--- src/assert_macros.svh ---
// Assertion macros shared by the next-PC calculator modules.
`ifndef ASSERT_MACROS_SVH
`define ASSERT_MACROS_SVH

// A property that must hold at every clock edge outside reset.
`define ASSERT_ALWAYS(label, clk, rst, prop, msg) \
   label: assert property (@(posedge clk) disable iff (rst) (prop)) else $error(msg);

// A condition that must be followed by another one at the next clock edge.
`define ASSERT_NEXT(label, clk, rst, ante, cons, msg) \
   label: assert property (@(posedge clk) disable iff (rst) (ante) |=> (cons)) else $error(msg);

`endif

--- src/rnpc_pkg.sv ---
// Types and constants shared by the next-PC calculator modules.
package rnpc_pkg;

   localparam int ADDR_W  = 64;
   localparam int INSTR_W = 32;
   localparam int REG_W   = 5;

   // Configuration port.
   localparam int CSR_ADDR_W = 3;
   localparam int CSR_DATA_W = 32;
   localparam logic CSR_IDX_XLEN = 1'b0;

   // Queue between decoder and sequencer.
   localparam int QUEUE_DEPTH = 2;
   localparam int QPTR_W      = $clog2(QUEUE_DEPTH);
   localparam int QCNT_W      = $clog2(QUEUE_DEPTH + 1);

   // Address mask for RV32 operation.
   localparam logic [ADDR_W-1:0] WRAP32 = {{(ADDR_W-32){1'b0}}, {32{1'b1}}};

   // Instruction quadrants.
   localparam logic [1:0] QUAD_C1 = 2'b01;
   localparam logic [1:0] QUAD_C2 = 2'b10;
   localparam logic [1:0] QUAD_32 = 2'b11;

   // Compressed funct3 codes.
   localparam logic [2:0] F3_CJAL  = 3'b001;
   localparam logic [2:0] F3_CJR   = 3'b100;
   localparam logic [2:0] F3_CJ    = 3'b101;
   localparam logic [2:0] F3_CBEQZ = 3'b110;
   localparam logic [2:0] F3_CBNEZ = 3'b111;

   // Major opcodes, bits 6:2.
   localparam logic [4:0] OPC_BRANCH = 5'b11000;
   localparam logic [4:0] OPC_JALR   = 5'b11001;
   localparam logic [4:0] OPC_JAL    = 5'b11011;

   typedef enum logic [1:0] {
      KIND_SEQ,
      KIND_JUMP,
      KIND_BRANCH
   } kind_type;

   typedef struct packed {
      logic [ADDR_W-1:0] seq_address;
      logic [ADDR_W-1:0] target_address;
      kind_type          kind;
      logic [REG_W-1:0]  base_register;
   } entry_type;

   typedef struct packed {
      logic empty;
      logic full;
   } queue_status_type;

endpackage

--- src/rnpc_front.sv ---
// Front end: accepts a request, decodes it and computes its candidate addresses.
module rnpc_front (
   input  logic                            start,
   input  logic                            busy,
   input  logic                            xlen_is_64,
   input  logic [rnpc_pkg::ADDR_W-1:0]     req_pc,
   input  logic [rnpc_pkg::INSTR_W-1:0]    req_instruction,
   input  logic [rnpc_pkg::ADDR_W-1:0]     req_base_value,
   output logic                            push,
   output rnpc_pkg::entry_type             push_entry
);

   logic [rnpc_pkg::ADDR_W-1:0]  wrap;
   logic [rnpc_pkg::ADDR_W-1:0]  pc_m;
   logic [rnpc_pkg::ADDR_W-1:0]  base_m;
   logic [rnpc_pkg::ADDR_W-1:0]  base_op;
   logic [rnpc_pkg::INSTR_W-1:0] w;
   logic [1:0]                   quad;
   logic [2:0]                   f3;
   logic [4:0]                   op;
   logic [rnpc_pkg::ADDR_W-1:0]  off_cj;
   logic [rnpc_pkg::ADDR_W-1:0]  off_cb;
   logic [rnpc_pkg::ADDR_W-1:0]  off_b;
   logic [rnpc_pkg::ADDR_W-1:0]  off_jalr;
   logic [rnpc_pkg::ADDR_W-1:0]  off_j;
   logic [rnpc_pkg::ADDR_W-1:0]  off;
   logic [rnpc_pkg::ADDR_W-1:0]  target_sum;
   logic [rnpc_pkg::ADDR_W-1:0]  seq_sum;
   logic [rnpc_pkg::REG_W-1:0]   reg_sel;
   logic                         use_base;
   logic                         clear_lsb;
   rnpc_pkg::kind_type           kind;

   // Accept whenever the queue has room.
   assign push = start && !busy;

   // Cut operands to the configured width.
   assign wrap   = xlen_is_64 ? '1 : rnpc_pkg::WRAP32;
   assign pc_m   = req_pc & wrap;
   assign base_m = req_base_value & wrap;
   assign w      = req_instruction;
   assign quad   = w[1:0];
   assign f3     = w[15:13];
   assign op     = w[6:2];

   // Sign-extended immediates of the control-transfer formats.
   assign off_cj   = {{53{w[12]}}, w[8], w[10:9], w[6], w[7], w[2], w[11], w[5:3], 1'b0};
   assign off_cb   = {{56{w[12]}}, w[6:5], w[2], w[11:10], w[4:3], 1'b0};
   assign off_b    = {{52{w[31]}}, w[7], w[30:25], w[11:8], 1'b0};
   assign off_jalr = {{52{w[31]}}, w[31:20]};
   assign off_j    = {{44{w[31]}}, w[19:12], w[20], w[30:21], 1'b0};

   // Classify the instruction.
   always_comb begin
      kind      = rnpc_pkg::KIND_SEQ;
      use_base  = 1'b0;
      clear_lsb = 1'b0;
      off       = '0;
      reg_sel   = '0;
      case (quad)
         rnpc_pkg::QUAD_C1: begin
            if (f3 == rnpc_pkg::F3_CJ || (f3 == rnpc_pkg::F3_CJAL && !xlen_is_64)) begin
               kind = rnpc_pkg::KIND_JUMP;
               off  = off_cj;
            end else if (f3 == rnpc_pkg::F3_CBEQZ || f3 == rnpc_pkg::F3_CBNEZ) begin
               kind = rnpc_pkg::KIND_BRANCH;
               off  = off_cb;
            end
         end
         rnpc_pkg::QUAD_C2: begin
            if (f3 == rnpc_pkg::F3_CJR && w[6:2] == '0 && w[11:7] != '0) begin
               kind      = rnpc_pkg::KIND_JUMP;
               use_base  = 1'b1;
               clear_lsb = 1'b1;
               reg_sel   = w[11:7];
            end
         end
         rnpc_pkg::QUAD_32: begin
            case (op)
               rnpc_pkg::OPC_BRANCH: begin
                  kind = rnpc_pkg::KIND_BRANCH;
                  off  = off_b;
               end
               rnpc_pkg::OPC_JALR: begin
                  kind      = rnpc_pkg::KIND_JUMP;
                  use_base  = 1'b1;
                  clear_lsb = 1'b1;
                  reg_sel   = w[19:15];
                  off       = off_jalr;
               end
               rnpc_pkg::OPC_JAL: begin
                  kind = rnpc_pkg::KIND_JUMP;
                  off  = off_j;
               end
               default: begin
                  kind = rnpc_pkg::KIND_SEQ;
               end
            endcase
         end
         default: begin
            kind = rnpc_pkg::KIND_SEQ;
         end
      endcase
   end

   // Register x0 always reads as zero.
   assign base_op = (reg_sel == '0) ? '0 : base_m;

   // Target and fall-through adders.
   assign target_sum = (use_base ? base_op : pc_m) + off;
   assign seq_sum    = pc_m + ((quad == rnpc_pkg::QUAD_32) ? 64'd4 : 64'd2);

   always_comb begin
      push_entry.seq_address    = seq_sum & wrap;
      push_entry.target_address = target_sum & wrap & {{(rnpc_pkg::ADDR_W-1){1'b1}}, !clear_lsb};
      push_entry.kind           = kind;
      push_entry.base_register  = reg_sel;
   end

endmodule

--- src/rnpc_queue.sv ---
// Short queue of decoded requests between front end and sequencer.
`include "assert_macros.svh"

module rnpc_queue (
   input  logic                        clock,
   input  logic                        reset,
   input  logic                        push,
   input  rnpc_pkg::entry_type         push_entry,
   input  logic                        pop,
   output rnpc_pkg::entry_type         head_entry,
   output rnpc_pkg::queue_status_type  status
);

   rnpc_pkg::entry_type              entries_ff [rnpc_pkg::QUEUE_DEPTH];
   logic [rnpc_pkg::QPTR_W-1:0]      wr_ptr_ff;
   logic [rnpc_pkg::QPTR_W-1:0]      wr_ptr_in;
   logic [rnpc_pkg::QPTR_W-1:0]      rd_ptr_ff;
   logic [rnpc_pkg::QPTR_W-1:0]      rd_ptr_in;
   logic [rnpc_pkg::QCNT_W-1:0]      count_ff;
   logic [rnpc_pkg::QCNT_W-1:0]      count_in;

   // Pointer and fill-count update.
   always_comb begin
      wr_ptr_in = wr_ptr_ff;
      rd_ptr_in = rd_ptr_ff;
      count_in  = count_ff;
      if (push) begin
         wr_ptr_in = wr_ptr_ff + 1'b1;
      end
      if (pop) begin
         rd_ptr_in = rd_ptr_ff + 1'b1;
      end
      if (push && !pop) begin
         count_in = count_ff + 1'b1;
      end else if (pop && !push) begin
         count_in = count_ff - 1'b1;
      end
   end

   always_ff @(posedge clock) begin
      if (reset) begin
         wr_ptr_ff <= '0;
         rd_ptr_ff <= '0;
         count_ff  <= '0;
      end else begin
         wr_ptr_ff <= wr_ptr_in;
         rd_ptr_ff <= rd_ptr_in;
         count_ff  <= count_in;
      end
   end

   // Entry storage needs no reset.
   always_ff @(posedge clock) begin
      if (push) begin
         entries_ff[wr_ptr_ff] <= push_entry;
      end
   end

   assign head_entry   = entries_ff[rd_ptr_ff];
   assign status.empty = (count_ff == '0);
   assign status.full  = (count_ff == rnpc_pkg::QCNT_W'(rnpc_pkg::QUEUE_DEPTH));

   `ASSERT_ALWAYS(a_queue_no_overflow, clock, reset, !(push && status.full), "request pushed into a full queue")
   `ASSERT_ALWAYS(a_queue_no_underflow, clock, reset, !(pop && status.empty), "request popped from an empty queue")

endmodule

--- src/rnpc_back.sv ---
// Back end: turns each decoded request into one or two result strobes.
`include "assert_macros.svh"

module rnpc_back (
   input  logic                                clock,
   input  logic                                reset,
   input  rnpc_pkg::entry_type                 head_entry,
   input  rnpc_pkg::queue_status_type          status,
   output logic                                pop,
   output logic                                rsp_strobe,
   output logic [rnpc_pkg::ADDR_W-1:0]         rsp_next_address,
   output logic                                rsp_is_taken_target,
   output logic [rnpc_pkg::REG_W-1:0]          rsp_base_register,
   output logic                                rsp_last_of_run
);

   logic                          phase_ff;
   logic                          phase_in;
   logic                          emit;
   logic                          first_of_two;
   logic                          strobe_ff;
   logic [rnpc_pkg::ADDR_W-1:0]   address_ff;
   logic [rnpc_pkg::ADDR_W-1:0]   address_in;
   logic                          taken_ff;
   logic                          taken_in;
   logic [rnpc_pkg::REG_W-1:0]    reg_ff;
   logic                          last_ff;

   // A branch gives two results: the fall-through address first, then the target.
   assign emit         = !status.empty;
   assign first_of_two = (head_entry.kind == rnpc_pkg::KIND_BRANCH) && !phase_ff;
   assign pop          = emit && !first_of_two;

   always_comb begin
      phase_in = phase_ff;
      if (emit) begin
         phase_in = first_of_two;
      end
   end

   // Select the address for this cycle.
   always_comb begin
      if (first_of_two || head_entry.kind == rnpc_pkg::KIND_SEQ) begin
         address_in = head_entry.seq_address;
         taken_in   = 1'b0;
      end else begin
         address_in = head_entry.target_address;
         taken_in   = 1'b1;
      end
   end

   always_ff @(posedge clock) begin
      if (reset) begin
         phase_ff  <= 1'b0;
         strobe_ff <= 1'b0;
      end else begin
         phase_ff  <= phase_in;
         strobe_ff <= emit;
      end
   end

   // Result payload registers.
   always_ff @(posedge clock) begin
      if (emit) begin
         address_ff <= address_in;
         taken_ff   <= taken_in;
         reg_ff     <= head_entry.base_register;
         last_ff    <= !first_of_two;
      end
   end

   assign rsp_strobe          = strobe_ff;
   assign rsp_next_address    = address_ff;
   assign rsp_is_taken_target = taken_ff;
   assign rsp_base_register   = reg_ff;
   assign rsp_last_of_run     = last_ff;

   `ASSERT_NEXT(a_back_run_completes, clock, reset, rsp_strobe && !rsp_last_of_run, rsp_strobe && rsp_last_of_run, "branch run not completed in the next cycle")
   `ASSERT_ALWAYS(a_back_first_is_fallthrough, clock, reset, !(rsp_strobe && !rsp_last_of_run && rsp_is_taken_target), "first result of a branch marked as taken")

endmodule

--- src/riscv_next_pc_calculator_core.sv ---
// Next-PC calculator: top level with configuration register, decoder, queue and sequencer.
// With the queue empty, an accepted request is written into the queue at the accepting edge,
// then into the result registers, which drive the first result strobe.
// Throughput: one request per cycle for jumps and sequential code while not busy; branches
// are slower, set by the single result port that sends two addresses per branch.
// busy rises only when the two-entry queue is full; results cannot be held off.
// Reset is synchronous: it empties the queue and selects RV64; no clearing pass.
module riscv_next_pc_calculator_core (
   input  logic                                clock,
   input  logic                                reset,
   // Request channel
   input  logic                                start,
   output logic                                busy,
   input  logic [rnpc_pkg::ADDR_W-1:0]         req_pc,
   input  logic [rnpc_pkg::INSTR_W-1:0]        req_instruction,
   input  logic [rnpc_pkg::ADDR_W-1:0]         req_base_value,
   // Result channel
   output logic                                rsp_strobe,
   output logic [rnpc_pkg::ADDR_W-1:0]         rsp_next_address,
   output logic                                rsp_is_taken_target,
   output logic [rnpc_pkg::REG_W-1:0]          rsp_base_register,
   output logic                                rsp_last_of_run,
   // Configuration port
   input  logic                                psel,
   input  logic                                penable,
   input  logic                                pwrite,
   input  logic [rnpc_pkg::CSR_ADDR_W-1:0]     paddr,
   input  logic [rnpc_pkg::CSR_DATA_W-1:0]     pwdata,
   output logic [rnpc_pkg::CSR_DATA_W-1:0]     prdata,
   output logic                                pready
);

   logic                        xlen_is_64_ff;
   logic                        xlen_is_64_in;
   logic                        csr_write;
   logic                        push;
   logic                        pop;
   rnpc_pkg::entry_type         push_entry;
   rnpc_pkg::entry_type         head_entry;
   rnpc_pkg::queue_status_type  status;

   // Configuration register.
   assign pready    = 1'b1;
   assign csr_write = psel && penable && pwrite && pready;

   always_comb begin
      xlen_is_64_in = xlen_is_64_ff;
      if (csr_write && paddr[2] == rnpc_pkg::CSR_IDX_XLEN) begin
         xlen_is_64_in = pwdata[0];
      end
   end

   always_ff @(posedge clock) begin
      if (reset) begin
         xlen_is_64_ff <= 1'b1;
      end else begin
         xlen_is_64_ff <= xlen_is_64_in;
      end
   end

   assign prdata = (paddr[2] == rnpc_pkg::CSR_IDX_XLEN) ?
                   {{(rnpc_pkg::CSR_DATA_W-1){1'b0}}, xlen_is_64_ff} : '0;

   // The queue being full holds off new requests.
   assign busy = status.full;

   rnpc_front u_front (
      .start           (start),
      .busy            (busy),
      .xlen_is_64      (xlen_is_64_ff),
      .req_pc          (req_pc),
      .req_instruction (req_instruction),
      .req_base_value  (req_base_value),
      .push            (push),
      .push_entry      (push_entry)
   );

   rnpc_queue u_queue (
      .clock      (clock),
      .reset      (reset),
      .push       (push),
      .push_entry (push_entry),
      .pop        (pop),
      .head_entry (head_entry),
      .status     (status)
   );

   rnpc_back u_back (
      .clock               (clock),
      .reset               (reset),
      .head_entry          (head_entry),
      .status              (status),
      .pop                 (pop),
      .rsp_strobe          (rsp_strobe),
      .rsp_next_address    (rsp_next_address),
      .rsp_is_taken_target (rsp_is_taken_target),
      .rsp_base_register   (rsp_base_register),
      .rsp_last_of_run     (rsp_last_of_run)
   );

endmodule
--- config.mk ---
export PLATFORM = sky130hd
export DESIGN_NAME = riscv_next_pc_calculator_core
export DESIGN_NICKNAME = d
export VERILOG_FILES = /design/src/rnpc_pkg.sv /design/src/rnpc_front.sv /design/src/rnpc_queue.sv /design/src/rnpc_back.sv /design/src/riscv_next_pc_calculator_core.sv
export VERILOG_INCLUDE_DIRS = /design/src /design/src/src
export SDC_FILE = /design/constraint.sdc
export NUM_CORES = 1
export LEC_CHECK = 0
export ABC_CLOCK_PERIOD_IN_PS = 10150
export BUFFER_PORTS_ARGS = -buffer_cell sky130_fd_sc_hd__buf_4
export CAP_MARGIN = 0
export CELL_PAD_IN_SITES_DETAIL_PLACEMENT = 1
export CELL_PAD_IN_SITES_GLOBAL_PLACEMENT = 1
export CORE_UTILIZATION = 30
export CTS_BUF_LIST = sky130_fd_sc_hd__clkbuf_4 sky130_fd_sc_hd__clkbuf_8
export DETAILED_ROUTE_END_ITERATION = 7
export MAX_ROUTING_LAYER = met4
export PLACE_DENSITY_LB_ADDON = 0.1
export SLEW_MARGIN = 20
export SYNTH_ARGS = -nofsm -noshare
export SYNTH_HDL_FRONTEND = slang
export SYNTH_SLANG_ARGS = --single-unit
--- constraint.sdc ---
create_clock -name clock -period 10.15 [get_ports clock]
set_input_delay 0.5075 -clock clock [delete_from_list [all_inputs] [get_ports clock]]
set_output_delay 0.5075 -clock clock [all_outputs]
set_load 0.02 [all_outputs]
Word-level counts from Yosys, hierarchy flattened
Memory sizes are Yosys's and may differ from the RTL's. A register that Yosys moved wholly into a read port is not among the register bits.
Cells that the tools add are included.
- eq/ne operators: 13
- reductions and logical operators: 29
- add/subtract/negate cells: 6
- bitwise gates (word level): 6
- multiplexer cells: 28
- operators with widths (cell ; number):
    $mux 64 ; 6
    $and 64x64->64 ; 5
    $pmux 64 s3 ; 1
    $add 64x64->64 ; 2
    $pmux 64 s2 ; 1
    $eq 5x5->1 const B ; 3
    $eq 3x3->1 const B ; 4
    $logic_and 1x1->1 ; 11
    $logic_not 5->1 ; 2
    $mux 5 ; 2
    $pmux 5 s2 ; 1
    $mux 1 ; 9
    $eq 2x2->1 const B ; 4
    $logic_not 1->1 ; 8
    $mux 2 ; 4
    $pmux 2 s3 ; 1
    $reduce_bool 5->1 ; 1
    $logic_not 2->1 ; 2
    $pmux 2 s2 ; 1
    $eq 3x1->1 const B ; 1
    $logic_or 1x1->1 ; 3
    $mux 3 ; 1
    $add 1x1->1 const B ; 2
    $add 2x1->2 const B ; 1
    6 further kinds ; 6
- memories kept: 1
- logic and storage cells: 93
- RAM bits: 270
- output and inout port bits: 106
- bits of input ports: 201
- register bits after elaboration: 78
- memory list (name ; depth ; width ; rd ports ; clocked after memory_dff ; wr ports ; line ; source):
    u_queue.entries_ff ; 2 ; 135 ; 1 ; 1 ; 1 ; rnpc_queue.sv:14 ; rnpc_pkg::entry_type entries_ff [rnpc_pkg::QUEUE_DEPTH];

Longest topological paths before layout
Gate-level depths: netlist of run 1.
- depth after elaboration: 11
- mapped depth: 22
- mapped depth without buffers: 17

By module
From an unflattened synthesis of run 1, not the netlist that was laid out.
- cell total of the unflattened synthesis: 1666
- area total of the unflattened synthesis: 20259.4 sq um
- modules (own cells, without submodules) (module ; area each (sq um) ; cells each ; instances):
    rnpc_queue ; 10139.7 ; 442 ; 1
    rnpc_front ; 6563.8 ; 1031 ; 1
    rnpc_back ; 3240.6 ; 153 ; 1
    riscv_next_pc_calculator_core ; 315.3 ; 40 ; 1

Worst setup path after synthesis of run 1
Ideal clock, no wire load.
- path type: reg2reg
- from: register u_queue.count_ff[0] in the netlist's numbering
- to: memory u_queue.entries_ff[0][0] in the netlist's numbering (enable)
- arrival time: 6.220 ns
- buffers on the path: 0
- period minus slack after synthesis: 6.851 ns
- data required time: 9.519 ns
- path slack: 3.299 ns
- cell stages (with the launch flop): 4
- library setup time: 0.631 ns
- cells stage by stage: dfxtp_1 > nand2b_1 > nand2_1 > nor2_1
- cells in the longest elaborated chain, start to end: 5
- ends and longest elaborated chain (what ; line ; source):
    from (decl) ; rnpc_queue.sv:19 ; logic [rnpc_pkg::QCNT_W-1:0] count_ff;
    from (signal assigned) ; rnpc_queue.sv:48 ; count_ff <= count_in;
    $eq 2x2->1 ; rnpc_queue.sv:61 ; assign status.full = (count_ff == rnpc_pkg::QCNT_W'(rnpc_pkg::QUEUE_DEPTH));
    $logic_not 1->1 ; rnpc_front.sv:35 ; assign push = start && !busy;
    $logic_and 1x1->1 ; rnpc_front.sv:35 ;
    $mux 1 ; rnpc_queue.sv:54 ; if (push) begin
    $mux 1 (not written as such) ; rnpc_queue.sv:55 ; entries_ff[wr_ptr_ff] <= push_entry;
    to (decl) ; rnpc_queue.sv:14 ;
No other way between the ends.

==> reports/qor.yml, run 1 <==
outcome: "completed"
cts_resized: 0
wire_per_inst_um: 22.2
route.vias.total: 13300
synthToLayoutAreaGrowth_pct: 20.0
critical_path_peak_fanout: 35
kind_of_end_point_of_the_critical_path: "register"
rows: 92
netlist_instances: 1512
grt_usage: 0.186
drv_cap: 0
fillCellCount: 6792
grt_pass1_wl_mm: 87.1
cts_setup_buffers: 0
cts-hold-fix-buffers: 0
setup.worst_path.start_class: "input pin"
synthDistinctLibCells: 85
worstSetupPathType: "in2reg"
worst_hold_path.num_cells: 1
grt_overflow: 0
postSynthRegisterBits: 349
wl_met2_mm: 27.3
cts-buffers-inserted: 67
synthesis.yosys.warnings: 0
totalWireLength_mm: 58.7
yosys.area.top_type: "sky130_fd_sc_hd__edfxtp_1"
rr_endpoint: "u_queue.entries_ff[0][68]$_DFFE_PP_"
drtIter0Drc: 586
die_h_um: 255
ys_async_sr_fraction: 0
synth.most_common_cell: "sky130_fd_sc_hd__edfxtp_1"
wl_met3_mm: 2.52
min_delay_worst_endpoint: "u_queue.entries_ff[1][71]$_DFFE_PP_"
synth_seq_area_share: 0.541
core_region_area_um2: 63200
postSynth.topFlopCell: "sky130_fd_sc_hd__edfxtp_1"
rsz0062_at_grt: "no"
hold_path.startpoint: "req_pc[0]"
crit_slowest_cell: "sky130_fd_sc_hd__nand2b_2"
share_of_layout_cells_above_drive_strength_1: 0.258
place.detailed.hpwl_mm: 42.1
critical_path_required_ns: 10.55
hold_viol: 0
cts_h_tree_depth: 3
drtAntennaViolNets: 0
achievable-frequency_mhz: 164
totalNegativeSetupSlack_ns: 0
fin_crit_sh: 0.602
setup.reg_to_reg.worst_slack_ns: 4.53
power_density_nw_per_um2: 225
hold_class: "in2reg"
fin_skew_ns: 0.0326
root_buffer: "sky130_fd_sc_hd__clkbuf_8"
worst_skew_pair_later_pin_latency_ns: 0.65
power.leakage_nw: 8.71
critical_path.cell_chain: "buf_4 > nand2_1 > nor3_1 > a22o_1 > nor4_1 > nand2b_2 > buf_4 > a22o_1 > ha_1 > fa_1 > a21o_1 > a221oi_1 > o2111ai_1 > nand4_1 > o211ai_1 > a311oi_2 > o31ai_1 > a21oi_1 > mux2i_1"
critical-path-max-stage-delay_ns: 0.51
synth_edf_count: 341
placement.io_buffers: 241
synth.avg_cell_area_um2: 12.7
viasPerCell: 5.02
design_power_total_w: 0.00520
setup_viol_count_final: 0
stdcell_count: 2650
post-place-ws_ns: 3.43
numPlacedInstances: 2532
netlist_top_cells_area: "sky130_fd_sc_hd__edfxtp_1, sky130_fd_sc_hd__mux4_2, sky130_fd_sc_hd__ha_1"
synth_common_cells: "sky130_fd_sc_hd__edfxtp_1, sky130_fd_sc_hd__nand2_1, sky130_fd_sc_hd__a21oi_1"
cts-root-to-sink-buffers: 3
synth_top_cell_area_share: 0.532
worst_slew_margin_rel: 0.284
die_area_um2: 65100
cts.sink_count: 349
gpl.final_weighted_congestion: 0.871
multi_input_area_um2: 8250
fin_nets: 2025
initial_utilization: 0.304
post_synth_design_cell_area_um2: 19200
tritoncts: "built"
largest_net_degree_at_the_start_of_global_routing: 136
routedLengthMet1_mm: 27.9
floorplan.die.width_um: 255
final_period_minus_worst_setup_slack_ns: 6.11
dr.pass1.iters: 5
worst-r2r-cell-count: 17
postLayoutSetupSlackWorst_ns: 4.04
number_of_global_route_vias_before_repair: 14000
topRoutingLayerUsed: "met4"
final_max_slew_viol_count: 0
clock_slew_at_the_register_clock_pins_of_the_worst_setup_and_hold_paths_ns: 0.05
drt_drc_violations_left: 0
num_io_pins: 307
antenna_found_initial: 2
fin_hold_ws_ns: 0.0914
crit_path_arrival_time_ns: 6.51
worstMarginPinSlew_ns: 1.07
irDropWorstVdd_uv: 117
area.sequential_um2: 10400
rr_startpoint: "xlen_is_64_ff$_SDFFE_PP1P_"
-- metrics by stage --
stage / area, um2 / util
2_1_floorplan: 19300 / -
3_3_place_gp: 21700 / 0.344
3_5_place_dp: 21700 / 0.344
4_1_cts: 23000 / 0.365
5_1_grt: 23100 / 0.365
6_report: 23100 / 0.365
-- layout make-up --
| class | count | share of cell area |
|---|---|---|
| multi-input combinational | 1059 | 0.357 |
| tap | 846 | 0.0459 |
| clock inverter | 19 | 0.00775 |
| antenna | 3 | 0.000325 |
| timing repair buffer | 253 | 0.0837 |
| clock buffer | 95 | 0.0499 |
| inverter | 26 | 0.00428 |
| sequential | 349 | 0.451 |
-- registers in the layout, indices dropped and copies added, names as in the netlist, named ones only --
| register | cells |
|---|---|
| u_queue.count_ff | 2 |
| u_queue.entries_ff | 270 |
| xlen_is_64_ff | 1 |
| u_back.rsp_next_address | 64 |
| u_back.rsp_is_taken_target | 1 |
| u_back.rsp_last_of_run | 1 |
| u_queue.rd_ptr_ff | 1 |
| u_back.rsp_base_register | 5 |
| u_back.phase_ff | 1 |
| u_back.rsp_strobe | 1 |
| u_queue.wr_ptr_ff | 1 |
-- per-layer routing --
metal | up-vias | GRT usage
li1 | 6261 | -
met1 | 6678 | 0.252
met2 | 290 | 0.288
met3 | 69 | 0.0323
met4 | 0 | 0.0474
met5 | - | -
-- layout by cell type, fill, tap and decap left out, drive strengths merged, types with 11 or more instances in the layout --
cell,n
a21o,48
a21oi,84
a22o,44
a22oi,37
and2,56
and3,13
buf,253
clkbuf,95
clkinv,12
conb,32
edfxtp,341
ha,66
inv,28
mux4,64
nand2,110
nand2b,13
nand3,27
nand4,39
nor2,64
nor2b,37
nor3,16
o21a,11
o21ai,51
o21bai,15
xnor2,82
xor2,32
-- cells by family (layout without fill, tap and decap cells) --
| logic type | count (synthesis) | in the layout | share of synthesized area |
|---|---|---|---|
| other | 2 | 35 | 0.000390 |
| XOR/XNOR | 114 | 114 | 0.0519 |
| adder cells (fa/ha/maj) | 68 | 68 | 0.0450 |
| flip-flops | 349 | 349 | 0.541 |
| multiplexers | 76 | 76 | 0.0815 |
| AND/OR/NAND/NOR | 421 | 421 | 0.117 |
| buffers and inverters | 134 | 393 | 0.0386 |
| AO/OA/AOI/OAI | 348 | 348 | 0.125 |
-- worst max path at each step --
stage / startpoint / endpoint / slack, ns
3_5_place_dp: req_instruction[1] / u_queue.entries_ff[0][63]$_DFFE_PP_ / 3.43
6_report: req_instruction[1] / u_queue.entries_ff[1][63]$_DFFE_PP_ / 4.04
2_1_floorplan: u_queue.count_ff[0]$_SDFFE_PP0P_ / u_queue.entries_ff[0][0]$_DFFE_PP_ / 3.30
3_3_place_gp: req_instruction[1] / u_queue.entries_ff[0][63]$_DFFE_PP_ / 3.58
4_1_cts: req_instruction[1] / u_queue.entries_ff[1][63]$_DFFE_PP_ / 4.11
5_1_grt: req_instruction[1] / u_queue.entries_ff[1][63]$_DFFE_PP_ / 3.68
-- worst max-delay path, delay by kind of cell --
family | cells | cell delay, ns
AO/OA/AOI/OAI | 9 | 2.85
AND/OR/NAND/NOR | 5 | 1.51
adder cells (fa/ha/maj) | 2 | 0.64
buffers and inverters | 2 | 0.61
multiplexers | 1 | 0.37
-- report_power, final --
group	internal (W)	leakage, nW	switching, W
logic	0.000659	4.73	0.000896
registers	0.00208	3.28	0.000146
clock network	0.000806	0.704	0.000610
Power figures use the tool's default switching activity.
==> inputs of run 2 (changes only) <==
ABC_CLOCK_PERIOD_IN_PS = 5400   (was 10150)
clock period = 5.4 ns   (was 10.15 ns; I/O delays follow)
==> reports/qor.yml, run 2 (synthesized netlist as in run 1, its figures left out) <==
comb_power_share: 0.298  # was 0.299
topRoutingLayerUsed: "met4"  # unchanged
fin_crit_sh: 0.922
cts_h_tree_depth: 3  # unchanged
hold_viol: 0  # unchanged
power_density_nw_per_um2: 417  # was 225 nW/um2
gpl.final_weighted_congestion: 0.852  # was 0.871
setup.worst_path.start_class: "register"  # was input pin
power.clock.fraction: 0.277  # was 0.272
num_io_pins: 307  # unchanged
max_flop_register: "u_queue.entries_ff"  # unchanged
numPlacedInstances: 2559  # was 2532
postLayoutSetupSlackWorst_ns: 0.424  # was 4.04 ns
power.leakage_nw: 8.98  # was 8.71 nW
grt_pass1_wl_mm: 88.1  # was 87.1 mm
root_buffer: "sky130_fd_sc_hd__clkbuf_8"  # unchanged
wire_per_inst_um: 21.9  # was 22.2 um
grt_usage: 0.187  # was 0.186
pwr-share-seq: 0.425  # was 0.428
setup_viol_count_final: 0  # unchanged
cts_resized: 0  # unchanged
worstSetupPathType: "reg2reg"  # was in2reg
final_max_slew_viol_count: 0  # unchanged
critPathLaunch: "xlen_is_64_ff$_SDFFE_PP1P_"  # was req_instruction[1]
totalWireLength_mm: 59.4  # was 58.7 mm
cts-hold-fix-buffers: 27  # was 0
initial_utilization: 0.304  # unchanged
rr_endpoint: "u_queue.entries_ff[1][63]$_DFFE_PP_"  # was u_queue.entries_ff[0][68]$_DFFE_PP_
worst-r2r-cell-count: 17  # unchanged
core_region_area_um2: 63200  # unchanged
largest_register_ffs: 270  # unchanged
drtIter0Drc: 626  # was 586
critical_path_required_ns: 5.75  # was 10.55 ns
final_period_minus_worst_setup_slack_ns: 4.98
final_cell_mix: "sky130_fd_sc_hd__edfxtp_1, sky130_fd_sc_hd__buf_4, sky130_fd_sc_hd__nand2_1"  # unchanged
swShare: 0.314  # was 0.318
die_area_um2: 65100  # unchanged
wl_met2_mm: 27.5  # was 27.3 mm
stdcell_area_um2: 23600  # was 23100 um2
cts-root-to-sink-buffers: 3  # unchanged
placement.cell_area_um2: 22000  # was 21700 um2
critical_path_peak_fanout: 33  # was 35
rr_startpoint: "xlen_is_64_ff$_SDFFE_PP1P_"  # unchanged
worst_slew_margin_rel: 0.322  # was 0.284
antenna_found_initial: 2  # unchanged
share_of_layout_cells_above_drive_strength_1: 0.261  # was 0.258
worst_skew_pair_later_pin_latency_ns: 0.62  # was 0.65 ns
net-switching-power_w: 0.00309  # was 0.00165 W
mostFrequentLayoutCell: "sky130_fd_sc_hd__edfxtp_1"  # unchanged
place.detailed.hpwl_mm: 42.9  # was 42.1 mm
totalNegativeSetupSlack_ns: 0  # unchanged
number_of_global_route_vias_before_repair: 14500  # was 14000
drtAntennaViolNets: 0  # unchanged
irDropWorstVdd_uv: 197  # was 117 uV
setup.reg_to_reg.worst_slack_ns: 0.42  # was 4.53 ns
routedLengthMet1_mm: 28.1  # was 27.9 mm
drt_drc_violations_left: 0  # unchanged
rsz0062_at_grt: "no"  # unchanged
post-place-ws_ns: 0.186  # was 3.43 ns
cts_setup_buffers: 0  # unchanged
largest_net_degree_at_the_start_of_global_routing: 136  # unchanged
wl_met3_mm: 2.45  # was 2.52 mm
grt_overflow: 0  # unchanged
synthToLayoutAreaGrowth_pct: 22.7  # was 20.0%
cts.sink_count: 349  # unchanged
die_h_um: 255  # unchanged
tritoncts: "built"  # unchanged
fin_skew_ns: 0.0334  # was 0.0326 ns
crit_path_arrival_time_ns: 5.32  # was 6.51 ns
fin_nets: 2078  # was 2025
achievable-frequency_mhz: 201
stdcell_count: 2704  # was 2650
clock_slew_at_the_register_clock_pins_of_the_worst_setup_and_hold_paths_ns: 0.06  # was 0.05 ns
hold_class: "in2reg"  # unchanged
critPathCapture: "u_queue.entries_ff[1][63]$_DFFE_PP_"  # unchanged
kind_of_end_point_of_the_critical_path: "register"  # unchanged
route.vias.total: 13500  # was 13300
placement.io_buffers: 241  # unchanged
cts-buffers-inserted: 67  # unchanged
worstMarginPinSlew_ns: 1.02  # was 1.07 ns
dr.pass1.iters: 5  # unchanged
floorplan.die.width_um: 255  # unchanged
power.internal_w: 0.00676  # was 0.00355 W
outcome: "completed"  # unchanged
drv_cap: 0  # unchanged
rows: 92  # unchanged
viasPerCell: 5.00  # was 5.02
## run 2: how the worst min path moves through the flow
stage                         from                                  end  cells past startpoint
3_3_place_gp             req_pc[0]  u_queue.entries_ff[0][71]$_DFFE_PP_                      1
6_report       req_instruction[17]   u_queue.entries_ff[0][2]$_DFFE_PP_                      2
5_1_grt                 req_pc[14]  u_queue.entries_ff[1][85]$_DFFE_PP_                      2
4_1_cts                 req_pc[11]  u_queue.entries_ff[1][82]$_DFFE_PP_                      2
2_1_floorplan            req_pc[0]  u_queue.entries_ff[0][71]$_DFFE_PP_                      0
3_5_place_dp             req_pc[0]  u_queue.entries_ff[1][71]$_DFFE_PP_                      1
## run 2: area by class of cell
cell class	instances	area [um2]
diodes	2	5.00
fillers	6756	39600
multi-input cells	1059	8240
flip-flops and latches	349	10400
clock buffers	88	1090
well taps	846	1060
inverters	26	98.8
repair buffers	306	2430
clock inverters	28	282
## run 2: power groups by stage
stage / clock network (W) / registers [W] / logic, W
final: 0.00273 / 0.00419 / 0.00294
after global routing: 0.00294 / 0.00426 / 0.00316
after CTS: 0.00284 / 0.00421 / 0.00301
after detailed placement: 0 / 0.00426 / 0.00298
after global placement: 0 / 0.00424 / 0.00297
after floorplan: 0 / 0.00451 / 0.00150
## run 2: routing by layer
metal,up-vias,global-route usage
met2,297,0.292
met4,0,0.0595
met3,77,0.0294
li1,6358,-
met5,-,-
met1,6799,0.250
## run 2: stage by stage
stage	hold WS [ns]	total power (W)	util
2_1_floorplan	0.369	0.00601	-
6_report	0.0744	0.00985	0.374
3_5_place_dp	0.478	0.00724	0.348
5_1_grt	0.0228	0.0104	0.374
4_1_cts	0.000256	0.0101	0.374
3_3_place_gp	0.473	0.00720	0.348
## run 2: critical path, cell delays in order, from the launching register on
cell and delay [ns]:
sky130_fd_sc_hd__dfxtp_2 0.34, sky130_fd_sc_hd__nand2b_1 0.07, sky130_fd_sc_hd__nand3b_1 0.18, sky130_fd_sc_hd__nor3b_1 0.27, sky130_fd_sc_hd__or2_2 0.25, sky130_fd_sc_hd__nand2_1 0.19
sky130_fd_sc_hd__nand2_2 0.35, sky130_fd_sc_hd__buf_4 0.46, sky130_fd_sc_hd__ha_1 0.37, sky130_fd_sc_hd__a21o_1 0.23, sky130_fd_sc_hd__a21o_1 0.18, sky130_fd_sc_hd__a21o_1 0.19
sky130_fd_sc_hd__nor3_1 0.18, sky130_fd_sc_hd__o211ai_1 0.19, sky130_fd_sc_hd__a311oi_2 0.38, sky130_fd_sc_hd__o31ai_1 0.18, sky130_fd_sc_hd__a21oi_1 0.24, sky130_fd_sc_hd__mux2i_1 0.43
